File: config.mk
export PLATFORM = sky130hd
export DESIGN_NAME = dshot_four_channel_transmitter_top
export DESIGN_NICKNAME = d
export VERILOG_FILES = /design/src/hw/rtl/dsht_pkg.sv /design/src/hw/rtl/dshot_four_channel_transmitter_top.sv /design/src/hw/rtl/dsht_bit_timer.sv /design/src/hw/rtl/dsht_frame_store.sv
export SDC_FILE = /design/constraint.sdc
export NUM_CORES = 1
export LEC_CHECK = 0
export ABC_AREA = 1
export BUFFER_PORTS_ARGS = -buffer_cell sky130_fd_sc_hd__buf_2
export CAP_MARGIN = 20
export CORE_MARGIN = 2
export CORE_UTILIZATION = 50
export CTS_CLUSTER_DIAMETER = 50
export DETAILED_ROUTE_END_ITERATION = 6
export PLACE_DENSITY_LB_ADDON = 0.12
export SYNTH_ARGS = -nofsm -noshare
export SYNTH_HDL_FRONTEND = slang
export SYNTH_HIERARCHICAL = 1
export SYNTH_SLANG_ARGS = --single-unit
File: constraint.sdc
create_clock -name clk_i -period 2.7 [get_ports clk_i]
set_input_delay 0.135 -clock clk_i [delete_from_list [all_inputs] [get_ports clk_i]]
set_output_delay 0.135 -clock clk_i [all_outputs]
set_load 0.01 [all_outputs]
File: src/hw/rtl/dsht_pkg.sv
// dsht_pkg: shared types, constants and the frame builder of the dshot transmitter
// used by every module of the block, depends on nothing

package dsht_pkg;

  localparam int unsigned MOTOR_COUNT = 4;
  localparam int unsigned FRAME_BITS  = 16;
  localparam int unsigned BIT_W       = $clog2(FRAME_BITS);
  localparam int unsigned LINE_W      = 4;
  localparam int unsigned TIME_W      = 16;
  localparam int unsigned IDX_W       = 2;
  localparam int unsigned VALUE_W     = 11;
  localparam int unsigned MODE_W      = 2;
  localparam int unsigned CFG_IDX_W   = 2;
  localparam int unsigned IN_DATA_W   = 16;
  localparam int unsigned OUT_DATA_W  = 8;

  localparam logic [TIME_W-1:0] BIT_PERIOD_RST = 16'd79;
  localparam logic [TIME_W-1:0] HIGH_ZERO_RST  = 16'd23;
  localparam logic [TIME_W-1:0] HIGH_ONE_RST   = 16'd47;
  localparam logic [BIT_W-1:0]  LAST_BIT       = BIT_W'(FRAME_BITS - 1);

  typedef enum logic [MODE_W-1:0] {
    MODE_TICK  = 2'd0,
    MODE_STORE = 2'd1,
    MODE_START = 2'd2
  } mode_e;

  typedef enum logic [CFG_IDX_W-1:0] {
    CFG_BIT_PERIOD = 2'd0,
    CFG_HIGH_ZERO  = 2'd1,
    CFG_HIGH_ONE   = 2'd2
  } cfg_reg_e;

  typedef struct packed {
    logic [TIME_W-1:0] bit_period;
    logic [TIME_W-1:0] high_zero;
    logic [TIME_W-1:0] high_one;
  } cfg_t;

  typedef struct packed {
    logic                  tick;
    logic                  store;
    logic                  start;
    logic [IDX_W-1:0]      motor_index;
    logic [FRAME_BITS-1:0] frame;
  } cmd_t;

  typedef struct packed {
    logic sending;
    logic below_one;
    logic below_zero;
    logic shift_en;
    logic done;
  } tmr_stat_t;

  typedef struct packed {
    logic              start_dropped;
    logic              frame_done;
    logic              busy_res;
    logic [LINE_W-1:0] motor_lines;
  } result_t;

  // value and telemetry bit on top, xor of the three nibbles below
  function automatic logic [FRAME_BITS-1:0] build_frame(logic [VALUE_W-1:0] value,
                                                        logic tel);
    logic [VALUE_W:0] word;
    logic [3:0]       csum;
    word = {value, tel};
    csum = word[3:0] ^ word[7:4] ^ word[11:8];
    return {word, csum};
  endfunction

endpackage

File: src/hw/rtl/dshot_four_channel_transmitter_top.sv
// dshot_four_channel_transmitter_top: input register, command decode, config and result
// register; depends on dsht_pkg, dsht_bit_timer and dsht_frame_store
//
// channel   direction  handshake              payload
// s_axis    in         tvalid / tready        tdata frame fields, tuser mode
// m_axis    out        tvalid / tready        tdata result fields
// cfg       in         cfg_valid / cfg_ready  register index and 16-bit value
//
// one item per cycle sustained while m_axis_tready holds: input register, one pass of
// decode, timer and line logic, then the result register
// the input register takes a new item while the result register still waits
// reset clears all frames, counters and valid flags at once, config to its defaults
// config writes are always taken

module dshot_four_channel_transmitter_top #(
  parameter int unsigned MOTOR_COUNT = dsht_pkg::MOTOR_COUNT
) (
  input  logic                               clk_i,
  input  logic                               rst_ni,
  input  logic                               s_axis_tvalid,
  output logic                               s_axis_tready,
  // motor_index, throttle_value, telemetry_request, zero pad
  input  logic [dsht_pkg::IN_DATA_W-1:0]     s_axis_tdata,
  // mode
  input  logic [dsht_pkg::MODE_W-1:0]        s_axis_tuser,
  output logic                               m_axis_tvalid,
  input  logic                               m_axis_tready,
  // motor_lines, busy_res, frame_done, start_dropped, zero pad
  output logic [dsht_pkg::OUT_DATA_W-1:0]    m_axis_tdata,
  input  logic                               cfg_valid_i,
  output logic                               cfg_ready_o,
  input  logic [dsht_pkg::CFG_IDX_W-1:0]     cfg_index_i,
  input  logic [dsht_pkg::TIME_W-1:0]        cfg_data_i
);

  logic                              in_valid_q, in_valid_d;
  logic [dsht_pkg::IN_DATA_W-1:0]    in_data_q;
  logic [dsht_pkg::MODE_W-1:0]       in_mode_q;
  logic                              out_valid_q, out_valid_d;
  dsht_pkg::result_t                 res_q, res_d;
  dsht_pkg::cfg_t                    cfg_q;
  dsht_pkg::cmd_t                    cmd;
  dsht_pkg::tmr_stat_t               stat;
  logic [dsht_pkg::LINE_W-1:0]       lines;
  logic                              advance;
  logic                              proc;
  logic                              s_acc;

  assign advance       = !out_valid_q || m_axis_tready;
  assign s_axis_tready = !in_valid_q || advance;
  assign s_acc         = s_axis_tvalid && s_axis_tready;
  assign proc          = in_valid_q && advance;
  assign cfg_ready_o   = 1'b1;

  always_comb begin
    in_valid_d = in_valid_q;
    if (s_acc) begin
      in_valid_d = 1'b1;
    end else if (advance) begin
      in_valid_d = 1'b0;
    end
    out_valid_d = out_valid_q;
    if (proc) begin
      out_valid_d = 1'b1;
    end else if (m_axis_tready) begin
      out_valid_d = 1'b0;
    end
  end

  always_comb begin
    cmd.tick        = proc && (in_mode_q == dsht_pkg::MODE_TICK);
    cmd.store       = proc && (in_mode_q == dsht_pkg::MODE_STORE);
    cmd.start       = proc && (in_mode_q == dsht_pkg::MODE_START) && !stat.sending;
    cmd.motor_index = in_data_q[dsht_pkg::IDX_W-1:0];
    cmd.frame       = dsht_pkg::build_frame(
                        in_data_q[dsht_pkg::IDX_W +: dsht_pkg::VALUE_W],
                        in_data_q[dsht_pkg::IDX_W + dsht_pkg::VALUE_W]);
  end

  dsht_bit_timer u_timer (
    .clk_i  (clk_i),
    .rst_ni (rst_ni),
    .cfg_i  (cfg_q),
    .cmd_i  (cmd),
    .stat_o (stat)
  );

  dsht_frame_store #(
    .MOTOR_COUNT (MOTOR_COUNT)
  ) u_store (
    .clk_i   (clk_i),
    .rst_ni  (rst_ni),
    .cmd_i   (cmd),
    .stat_i  (stat),
    .lines_o (lines)
  );

  always_comb begin
    res_d.motor_lines   = lines;
    res_d.busy_res      = cmd.start || stat.sending;
    res_d.frame_done    = stat.done;
    res_d.start_dropped = proc && (in_mode_q == dsht_pkg::MODE_START) && stat.sending;
  end

  assign m_axis_tvalid = out_valid_q;
  assign m_axis_tdata  = {1'b0, res_q};

  always_ff @(posedge clk_i or negedge rst_ni) begin
    if (!rst_ni) begin
      in_valid_q  <= 1'b0;
      out_valid_q <= 1'b0;
    end else begin
      in_valid_q  <= in_valid_d;
      out_valid_q <= out_valid_d;
    end
  end

  always_ff @(posedge clk_i) begin
    if (s_acc) begin
      in_data_q <= s_axis_tdata;
      in_mode_q <= s_axis_tuser;
    end
    if (proc) begin
      res_q <= res_d;
    end
  end

  always_ff @(posedge clk_i or negedge rst_ni) begin
    if (!rst_ni) begin
      cfg_q.bit_period <= dsht_pkg::BIT_PERIOD_RST;
      cfg_q.high_zero  <= dsht_pkg::HIGH_ZERO_RST;
      cfg_q.high_one   <= dsht_pkg::HIGH_ONE_RST;
    end else if (cfg_valid_i) begin
      case (cfg_index_i)
        dsht_pkg::CFG_BIT_PERIOD: cfg_q.bit_period <= cfg_data_i;
        dsht_pkg::CFG_HIGH_ZERO:  cfg_q.high_zero  <= cfg_data_i;
        dsht_pkg::CFG_HIGH_ONE:   cfg_q.high_one   <= cfg_data_i;
        default: ;
      endcase
    end
  end

`ifndef SYNTHESIS
  a_done_while_busy: assert property (@(posedge clk_i) disable iff (!rst_ni)
    out_valid_q && res_q.frame_done |-> res_q.busy_res)
    else $error("frame end reported while idle");

  a_drop_while_busy: assert property (@(posedge clk_i) disable iff (!rst_ni)
    out_valid_q && res_q.start_dropped |-> res_q.busy_res)
    else $error("dropped start reported while idle");

  a_done_drop_apart: assert property (@(posedge clk_i) disable iff (!rst_ni)
    out_valid_q |-> !(res_q.frame_done && res_q.start_dropped))
    else $error("frame end and dropped start on one item");

  a_idle_lines_low: assert property (@(posedge clk_i) disable iff (!rst_ni)
    out_valid_q && !res_q.busy_res && !res_q.frame_done |-> res_q.motor_lines == '0)
    else $error("lines driven while idle");
`endif

endmodule

File: src/hw/rtl/dsht_bit_timer.sv
// dsht_bit_timer: tick counter, bit counter and busy flag of the frame sender
// depends on dsht_pkg

module dsht_bit_timer (
  input  logic               clk_i,
  input  logic               rst_ni,
  input  dsht_pkg::cfg_t     cfg_i,
  input  dsht_pkg::cmd_t     cmd_i,
  output dsht_pkg::tmr_stat_t stat_o
);

  logic                         sending_q, sending_d;
  logic [dsht_pkg::BIT_W-1:0]   bit_q, bit_d;
  logic [dsht_pkg::TIME_W-1:0]  tick_q, tick_d;
  logic [dsht_pkg::TIME_W-1:0]  tick_eff;
  logic                         shift_en;
  logic                         done;

  always_comb begin
    sending_d = sending_q;
    bit_d     = bit_q;
    tick_d    = tick_q;
    shift_en  = 1'b0;
    done      = 1'b0;
    if (cmd_i.start) begin
      sending_d = 1'b1;
      bit_d     = '0;
      tick_d    = '0;
    end else if (cmd_i.tick && sending_q) begin
      if (tick_q >= cfg_i.bit_period) begin
        tick_d   = '0;
        shift_en = 1'b1;
        if (bit_q == dsht_pkg::LAST_BIT) begin
          bit_d     = '0;
          sending_d = 1'b0;
          done      = 1'b1;
        end else begin
          bit_d = bit_q + 1'b1;
        end
      end else begin
        tick_d = tick_q + 1'b1;
      end
    end
  end

  // a fresh start shows tick zero of the first bit
  assign tick_eff = cmd_i.start ? '0 : tick_q;

  always_comb begin
    stat_o.sending    = sending_q;
    stat_o.below_one  = tick_eff < cfg_i.high_one;
    stat_o.below_zero = tick_eff < cfg_i.high_zero;
    stat_o.shift_en   = shift_en;
    stat_o.done       = done;
  end

  always_ff @(posedge clk_i or negedge rst_ni) begin
    if (!rst_ni) begin
      sending_q <= 1'b0;
      bit_q     <= '0;
      tick_q    <= '0;
    end else begin
      sending_q <= sending_d;
      bit_q     <= bit_d;
      tick_q    <= tick_d;
    end
  end

`ifndef SYNTHESIS
  a_done_goes_idle: assert property (@(posedge clk_i) disable iff (!rst_ni)
    done |=> !sending_q)
    else $error("timer still busy after frame end");

  a_idle_counters_clear: assert property (@(posedge clk_i) disable iff (!rst_ni)
    !sending_q |-> (bit_q == '0) && (tick_q == '0))
    else $error("timer counters not cleared while idle");
`endif

endmodule

File: src/hw/rtl/dsht_frame_store.sv
// dsht_frame_store: staging and shift registers per motor, and the line levels
// depends on dsht_pkg

module dsht_frame_store #(
  parameter int unsigned MOTOR_COUNT = dsht_pkg::MOTOR_COUNT
) (
  input  logic                        clk_i,
  input  logic                        rst_ni,
  input  dsht_pkg::cmd_t              cmd_i,
  input  dsht_pkg::tmr_stat_t         stat_i,
  output logic [dsht_pkg::LINE_W-1:0] lines_o
);

  logic [dsht_pkg::FRAME_BITS-1:0] staged_q [MOTOR_COUNT];
  logic [dsht_pkg::FRAME_BITS-1:0] shift_q  [MOTOR_COUNT];
  logic                            active;

  assign active = cmd_i.start || stat_i.sending;

  for (genvar k = 0; k < MOTOR_COUNT; k++) begin : g_motor
    always_ff @(posedge clk_i or negedge rst_ni) begin
      if (!rst_ni) begin
        staged_q[k] <= '0;
        shift_q[k]  <= '0;
      end else begin
        if (cmd_i.store && ({1'b0, cmd_i.motor_index} == 3'(k))) begin
          staged_q[k] <= cmd_i.frame;
        end
        if (cmd_i.start) begin
          shift_q[k] <= staged_q[k];
        end else if (stat_i.shift_en) begin
          shift_q[k] <= {shift_q[k][dsht_pkg::FRAME_BITS-2:0], 1'b0};
        end
      end
    end
  end

  for (genvar k = 0; k < dsht_pkg::LINE_W; k++) begin : g_line
    if (k < MOTOR_COUNT) begin : g_used
      logic msb;
      assign msb = cmd_i.start ? staged_q[k][dsht_pkg::FRAME_BITS-1]
                               : shift_q[k][dsht_pkg::FRAME_BITS-1];
      assign lines_o[k] = active && stat_i.below_one && (msb || stat_i.below_zero);
    end else begin : g_unused
      assign lines_o[k] = 1'b0;
    end
  end

endmodule
==> results of run 1 <==
-- report_power, final --
| part | switching, W | internal (W) | total (W) | leakage (nW) |
|---|---|---|---|---|
| logic | 0.00154 | 0.00103 | 0.00257 | 3.27 |
| clock network | 0.00148 | 0.00241 | 0.00389 | 0.501 |
| registers | 0.000558 | 0.00436 | 0.00491 | 2.77 |
-- synth_stat cells (3+ instances only) --
| cell | number |
|---|---|
| nand3_2 | 6 |
| inv_2 | 4 |
| inv_1 | 119 |
| nand2_1 | 467 |
| nand4_1 | 41 |
| nor2_1 | 50 |
| edfxtp_1 | 23 |
| a21oi_1 | 21 |
| buf_6 | 6 |
| o211ai_1 | 3 |
| nor3_1 | 6 |
| ha_1 | 48 |
| dfrtp_1 | 185 |
| buf_4 | 23 |
| o21ai_0 | 23 |
| o21ai_1 | 37 |
| buf_2 | 27 |
| xor2_1 | 8 |
| dfstp_2 | 14 |
| o22ai_1 | 7 |
| nand2_2 | 8 |
| nand3_1 | 114 |
| nor2_4 | 5 |
-- path summary, 6_finish.rpt --
kind | start | endpoint | slack [ps]
max | in_mode_q[0]$_DFFE_PP_ | m_axis_tdata[1]$_DFFE_PP_ | 160
min | cfg_index_i[1] | cfg_q[2]$_DFFE_PN1P_ | 90
max reg2reg | in_mode_q[0]$_DFFE_PP_ | m_axis_tdata[1]$_DFFE_PP_ | 160
min reg2reg | cfg_q[34]$_DFFE_PN1P_ | cfg_q[34]$_DFFE_PN1P_ | 460
max in group asynchronous | rst_ni | u_store/shift_q[27]$_DFFE_PN0P_ | 1720
min in group asynchronous | rst_ni | u_timer/tick_q[2]$_DFFE_PN0P_ | 140
-- critical path, cell delays in order (launching register included) --
cell and delay, ps:
edfxtp_1 400, nor2_1 130, nand3_2 130, nor2_4 180, buf_12 160, nor2_1 70, ha_1 300, nand2_1 70
o21ai_0 210, nand4_1 120, o211ai_1 180, a21oi_2 80, inv_1 110, nor2_4 50, nand2_1 70, inv_1 40
-- logic make-up (layout without fill, tap and decap cells) --
group                    after synthesis  after routing  synth area share [%]
buffers and inverters                182            288                  7.89
AO/OA/AOI/OAI                         95             95                  4.64
XOR/XNOR                               8              8                 0.648
other                                  2              2                0.0694
AND/OR/NAND/NOR                      708            708                  28.6
flip-flops                           222            222                  52.6
adder cells (fa/ha/maj)               48             48                  5.55
-- through the flow --
| stage | std cells | hold slack (ps) | setup TNS (ps) | utilization (%) | setup slack [ps] |
|---|---|---|---|---|---|
| floorplan | 1265 | -161 | 0 | - | 24.5 |
| global placement | 1546 | 136 | 0 | 53.0 | 22.5 |
| detailed placement | 1546 | 138 | -2.81 | 53.0 | -2.81 |
| CTS | 1637 | 61.8 | 0 | 59.6 | 31.7 |
| global route | 1646 | 105 | -130 | 60.4 | -42.6 |
| finish | 1646 | 88.1 | 0 | 60.4 | 161 |
-- area by class of cell --
| class | count | area, um2 |
|---|---|---|
| Clock inverter | 13 | 114 |
| Clock buffer | 39 | 890 |
| Tap cell | 275 | 344 |
| Fill cell | 1858 | 8370 |
| Sequential cell | 222 | 5690 |
| Timing Repair Buffer | 111 | 951 |
| Inverter | 125 | 474 |
| Multi-Input combinational cell | 861 | 4320 |
-- flip-flops by register name, indices dropped and copies added (netlist names) --
signal             count
u_store/shift_q       64
u_store/staged_q      64
cfg_q                 48
u_timer/tick_q        16
in_data_q             14
m_axis_tdata           7
u_timer/bit_q          4
in_mode_q              2
in_valid_q             1
m_axis_tvalid          1
u_timer/sending_q      1
-- layer usage --
metal	GRT usage, %	vias up	share of wire [%]
li1	-	4231	-
met1	33.7	4071	50
met2	33.9	149	45
met3	2.89	28	3.4
met4	4.67	0	1.7
met5	0	-	0
-- repair_timing --
action | CTS | global route
hold endpoints to repair | 153 | 0
resized for setup | 1 | 13
cloned | 0 | 5
buffers inserted | 2 | 4
pin swaps | 1 | 4
setup endpoints to repair | 4 | 68
hold buffers | 37 | 0
==> impl_results.md, run 1 <==
- Max Clk Rate: about 0.39 GHz
- Layout area overhead: 18.2%
- Arrival time worst endpoint: 2820 ps
- Total Routing Usage GR: 22.1%
- Die Ht: 151 um
- Final instance area: ~13000 um2
- Main synth FF type: dfrtp_1
- Commonest non-fill, non-tap cells in the layout: nand2_1 (465), dfrtp_1 (185), inv_1 (118)
- Gr ovfl total: 0
- Max-slew violation count: 0
- VDD IR-drop max: ~0.56 mV
- Synth Net Count: 1354
- Total Wirelength: approximately 25 mm
- Most common cell after layout, fill and taps aside: nand2_1
- Dpl cell area: roughly 11000 um2
- Vias per inst: 5.15
- Outcome: complete, no violations
- Final worst path period share: 94.0%
- RePlAce Congestion: 0.820
- Worst Path Required: 2990 ps
- Initial Util: 51.1%
- CTS tree: done
- Initial antenna violation count: 0
- Syn Inst Count: 1265
- P_leak: 6.54 nW
- Die W: 151 um
- Area contributors post-synth: dfrtp_1 (43%), nand2_1 (16%), edfxtp_1 (6.4%)
- Skew-Pair Late Insertion Delay: ~530 ps
- Layout Skew: around 10 ps
- Post-route ant nets: 0
- Die Footprint: roughly 23000 um2
- Post-synth EDFFs: 23
- Total power: ~0.011 W
- Crit end category: flop
- Final setup violation count: 0
- Cts bufs inserted: 28
- Vias in the first global route: 8144
- Clock-pin slew on the worst setup and hold paths: 60 ps
- DRC: 0
- Tmin final: 2540 ps
- Yosys cell types: 35
- Syn Area/Cell: about 8.5 um2
- Global-route wire length before repair: 40.6 mm
- Worst-Margin Slew: 752 ps
- # IOs: 52
- DR vias: 8479
- Post-Syn Area: 10800 um2
- Antenna Cells: 0
- Normalized max-slew margin: approximately 50%
- # clock sinks: 222
- Clk Tree Root Cell: clkbuf_16
- Nets@finish: 1438
- Worst hold stages: 3
- Top-area cell type share of the netlist area: 42.8%
- CTS Buffer Depth: 3
- TritonRoute pass-1 iters: 5
- Post-synthesis register bit count: around 220
- Row count: 53
- Crit start category: flop
- Layout cells sized above 1: a little over an eighth
- I/O Buffers: 47
- Type of the worst setup path: reg -> reg
- Core ar.: 21200 um2
- H-tree Lvls: 1
- Pwr dens: 890 nW/um2
- Max-cap violations: 0
- Synth warn: 6
- Final hold violations: 0
- Register area share after synthesis: 52.6%
- Async set or reset register ratio after synthesis: 89.6%
- Post-DP HPWL: 15.4 mm
- Hold WC Path Type: in -> reg
- Pin count of the biggest net entering global routing: 71
- Reg2reg path depth: 15
- Critical path peak fanout: 15
- Drt wl/cell: 15.2 um
- DRC violation total after the first TritonRoute iteration: between 600 and 700
- Area leader, netlist: dfrtp_1
No activity file was read; power rests on OpenSTA's default activity.
==> run 2, diff against run 1 <==
--- a/config.mk
+++ b/config.mk
@@ -8,11 +8,11 @@
 export ABC_AREA = 1
 export BUFFER_PORTS_ARGS = -buffer_cell sky130_fd_sc_hd__buf_2
 export CAP_MARGIN = 20
-export CORE_MARGIN = 2
 export CORE_UTILIZATION = 50
 export CTS_CLUSTER_DIAMETER = 50
 export DETAILED_ROUTE_END_ITERATION = 6
 export PLACE_DENSITY_LB_ADDON = 0.12
+export SETUP_SLACK_MARGIN = 0.2
 export SYNTH_ARGS = -nofsm -noshare
 export SYNTH_HDL_FRONTEND = slang
 export SYNTH_HIERARCHICAL = 1
==> run 2 against run 1 <==
Wire length is 1.9% higher. Largest power group unchanged. Maximum frequency increased by 3.3%. Highest routed layer unchanged. Count of clock-buffer cells in the layout grew 1. Clock power shrank 5.9%. Combinational power up 13%. Critical endpoint is now m_axis_tdata[0]$_DFFE_PP_.
==> impl_results.md, run 2 (same netlist as run 1, synthesis figures left out) <==
- Final worst path period share: 91.0% (-3.0 points)
- CP endpoint: m_axis_tdata[0]$_DFFE_PP_
- P_int: 0.00779 W (-0.14%)
- Crit end category: flop
- Vias per inst: 5.21 (+1.2%)
- # IOs: 52 (unchanged)
- H-tree Lvls: 1 (unchanged)
- Switching Share: 32.3% (+0.89 points)
- Die W: 149 um (-1.3%)
- Global-route wire length before repair: 41.3 mm (+1.7%)
- DRC: 0 (unchanged)
- Clock power frac: 31.8% (-2.4 points)
- Vias in the first global route: 8364 (+2.7%)
- Worst-Margin Slew: 805 ps (+52.6 ps)
- Post-route ant nets: 0 (unchanged)
- Largest regs: u_store/shift_q x64, u_store/staged_q x64, cfg_q x48
- Wire length on met2: 11.7 mm (+3.1%)
- CTS Buffer Depth: 3 (unchanged)
- DR vias: 8661 (+2.1%)
- Worst hold stages: 3 (unchanged)
- Tmin final: 2460 ps (-80.7 ps)
- TritonRoute pass-1 iters: 5 (unchanged)
- Most common cell after layout, fill and taps aside: nand2_1
- Layout Skew: 19.0 ps (+8.49 ps)
- Total Routing Usage GR: 23.1% (+1.0 points)
- Pin count of the biggest net entering global routing: 71 (unchanged)
- Sum Neg Setup Slack: 0 ps (unchanged)
- Fin util: 62.4% (+1.9 points)
- Pwr dens: 875 nW/um2 (-1.7%)
- Cells after DPL: 1550 (+0.26%)
- Post-route insts no fill: 1661 (+0.91%)
- Post-DP HPWL: 15.8 mm (+2.7%)
- RePlAce Congestion: 0.811 (-1.1%)
- Reg2reg path depth: 17 (+2)
- Nets@finish: 1455 (+1.2%)
- Skew-Pair Late Insertion Delay: 540 ps (about the same)
- Comb pwr share: 25.3% (+2.7 points)
- Initial Util: 51.3% (+0.16 points)
- Row count: 53 (unchanged)
- Top routing layer used: met4
- Cts bufs inserted: 28 (unchanged)
- Unrepaired setup endpoints after global routing: yes
- Met1 WL: 12.3 mm (-1.5%)
- Layout area overhead: 21.6%
- Hold WC Path Type: in -> reg
- Clock-pin slew on the worst setup and hold paths: 60 ps (about the same)
- # clock sinks: 222 (unchanged)
- Total Wirelength: 25.5 mm (+1.9%)
- Met3 routed WL: 1.15 mm (+33%)
- Outcome: complete, no violations
- Max-cap violations: 0 (unchanged)
- Core ar.: 21100 um2 (-0.31%)
- Die Ht: 149 um (-1.3%)
- Crit start category: flop
- Storage cell area: 5690 um2 (unchanged)
- Worst r2r dst: m_axis_tdata[0]$_DFFE_PP_
- Final-layout fill cell count: 1844 (-0.75%)
- Initial antenna violation count: 0 (unchanged)
- Seq pwr share: 42.9% (-0.3 points)
- Switching pwr: 0.00372 W (+4.0%)
- DRC violation total after the first TritonRoute iteration: 701 (+9.2%)
- Max-slew violation count: 0 (unchanged)
- Clk Tree Root Cell: clkbuf_16
- R2R Path Start: in_mode_q[1]$_DFFE_PP_
- VDD IR-drop max: 0.553 mV (-0.79%)
- Arrival time worst endpoint: 2750 ps (-70 ps)
- Die Footprint: 22200 um2 (-2.6%)
- I/O Buffers: 47 (unchanged)
- Drt wl/cell: 15.4 um (+0.94%)
- Final setup violation count: 0 (unchanged)
- Multi-input gate area: 4560 um2 (+5.5%)
- Layout cells sized above 1: 17.4% (+4.0 points)
- Gr ovfl total: 0 (unchanged)
- CTS tree: done
- Normalized max-slew margin: 46.3% (-3.5 points)
- Max Clk Rate: 0.407 GHz (+3.3%)
- Antenna Cells: 0 (unchanged)
- R2R setup slack: 240 ps (+80 ps)
- Commonest non-fill, non-tap cells in the layout: nand2_1 (458), dfrtp_1 (185), inv_1 (110)
- P_leak: 6.62 nW (+1.2%)
- Type of the worst setup path: reg -> reg
- Final hold violations: 0 (unchanged)
- Start point of the critical path: in_mode_q[1]$_DFFE_PP_
- Critical path peak fanout: 7 (-8)
- Worst Path Required: 2990 ps (about the same)
==> run 2: cell count changes in the layout (fill, tap and decap cells not counted), moves of 7 or more <==
cell     before  now
ha_1         48   40
inv_1       118  110
ha_4          0    8
buf_4        15   25
inv_2         5   13
nand2_1     465  458
==> run 2: area by class of cell <==
| type | count | area share, % |
|---|---|---|
| clock inverters | 10 | 0.723 |
| multi-input cells | 861 | 34.7 |
| repair buffers | 128 | 8.83 |
| clock buffers | 40 | 6.29 |
| inverters | 125 | 3.61 |
| well taps | 275 | 2.62 |
| flip-flops and latches | 222 | 43.2 |
==> run 2: worst min-delay path by stage <==
stage	slack, ps	from	end
2_1_floorplan	-160	rst_ni	cfg_q[10]$_DFFE_PN0P_
3_3_place_gp	130	rst_ni	u_store/staged_q[16]$_DFFE_PN0P_
3_5_place_dp	130	rst_ni	u_store/staged_q[16]$_DFFE_PN0P_
4_1_cts	60	cfg_index_i[0]	cfg_q[17]$_DFFE_PN1P_
5_1_grt	80	cfg_index_i[0]	cfg_q[20]$_DFFE_PN1P_
6_report	80	cfg_index_i[0]	cfg_q[17]$_DFFE_PN1P_
==> run 2: worst max-delay path: stages, from the launching register on <==
cell,delay [ps]
edfxtp_1,360
inv_2,50
nor2_2,110
nand3_2,110
nor2_4,180
buf_12,160
buf_8,130
nor2_4,50
ha_4,260
nand2_1,60
inv_2,70
nand3_2,90
o211ai_1,230
a21oi_2,70
inv_2,120
nand3_2,80
nand2_1,60
inv_1,30
==> run 2: timing repair <==
action	in CTS	in global routing
hold buffers	37	0
buffers inserted	4	12
resized for setup	12	63
hold endpoints to repair	204	0
cloned	1	7
setup endpoints to repair	67	63
pin swaps	5	29
==> run 2: through the flow <==
stage | worst slack [ps] | power [W] | instance area (um2) | hold WS (ps)
finish | 242 | 0.0115 | 13200 | 81.1
global route | 118 | 0.0123 | 13200 | 84.2
CTS | 188 | 0.0112 | 12600 | 61.4
detailed placement | 35.7 | 0.00738 | 11300 | 126
global placement | 109 | 0.00728 | 11300 | 126
floorplan | 213 | 0.00665 | 10800 | -161
==> run 2: power groups by stage <==
stage | Clock (W) | Sequential [W] | Combinational [W]
after floorplan | 0 | 0.00482 | 0.00183
after global placement | 0 | 0.00493 | 0.00235
after detailed placement | 0 | 0.00495 | 0.00243
after CTS | 0.00372 | 0.00491 | 0.00255
after global routing | 0.00388 | 0.00505 | 0.00336
final | 0.00366 | 0.00494 | 0.00291
==> run 2: routing by layer <==
| layer | up-vias | track usage, % |
|---|---|---|
| li1 | 4269 | - |
| met1 | 4164 | 34.2 |
| met2 | 193 | 36.5 |
| met3 | 35 | 2.97 |
| met4 | 0 | 4.74 |
| met5 | - | 0 |
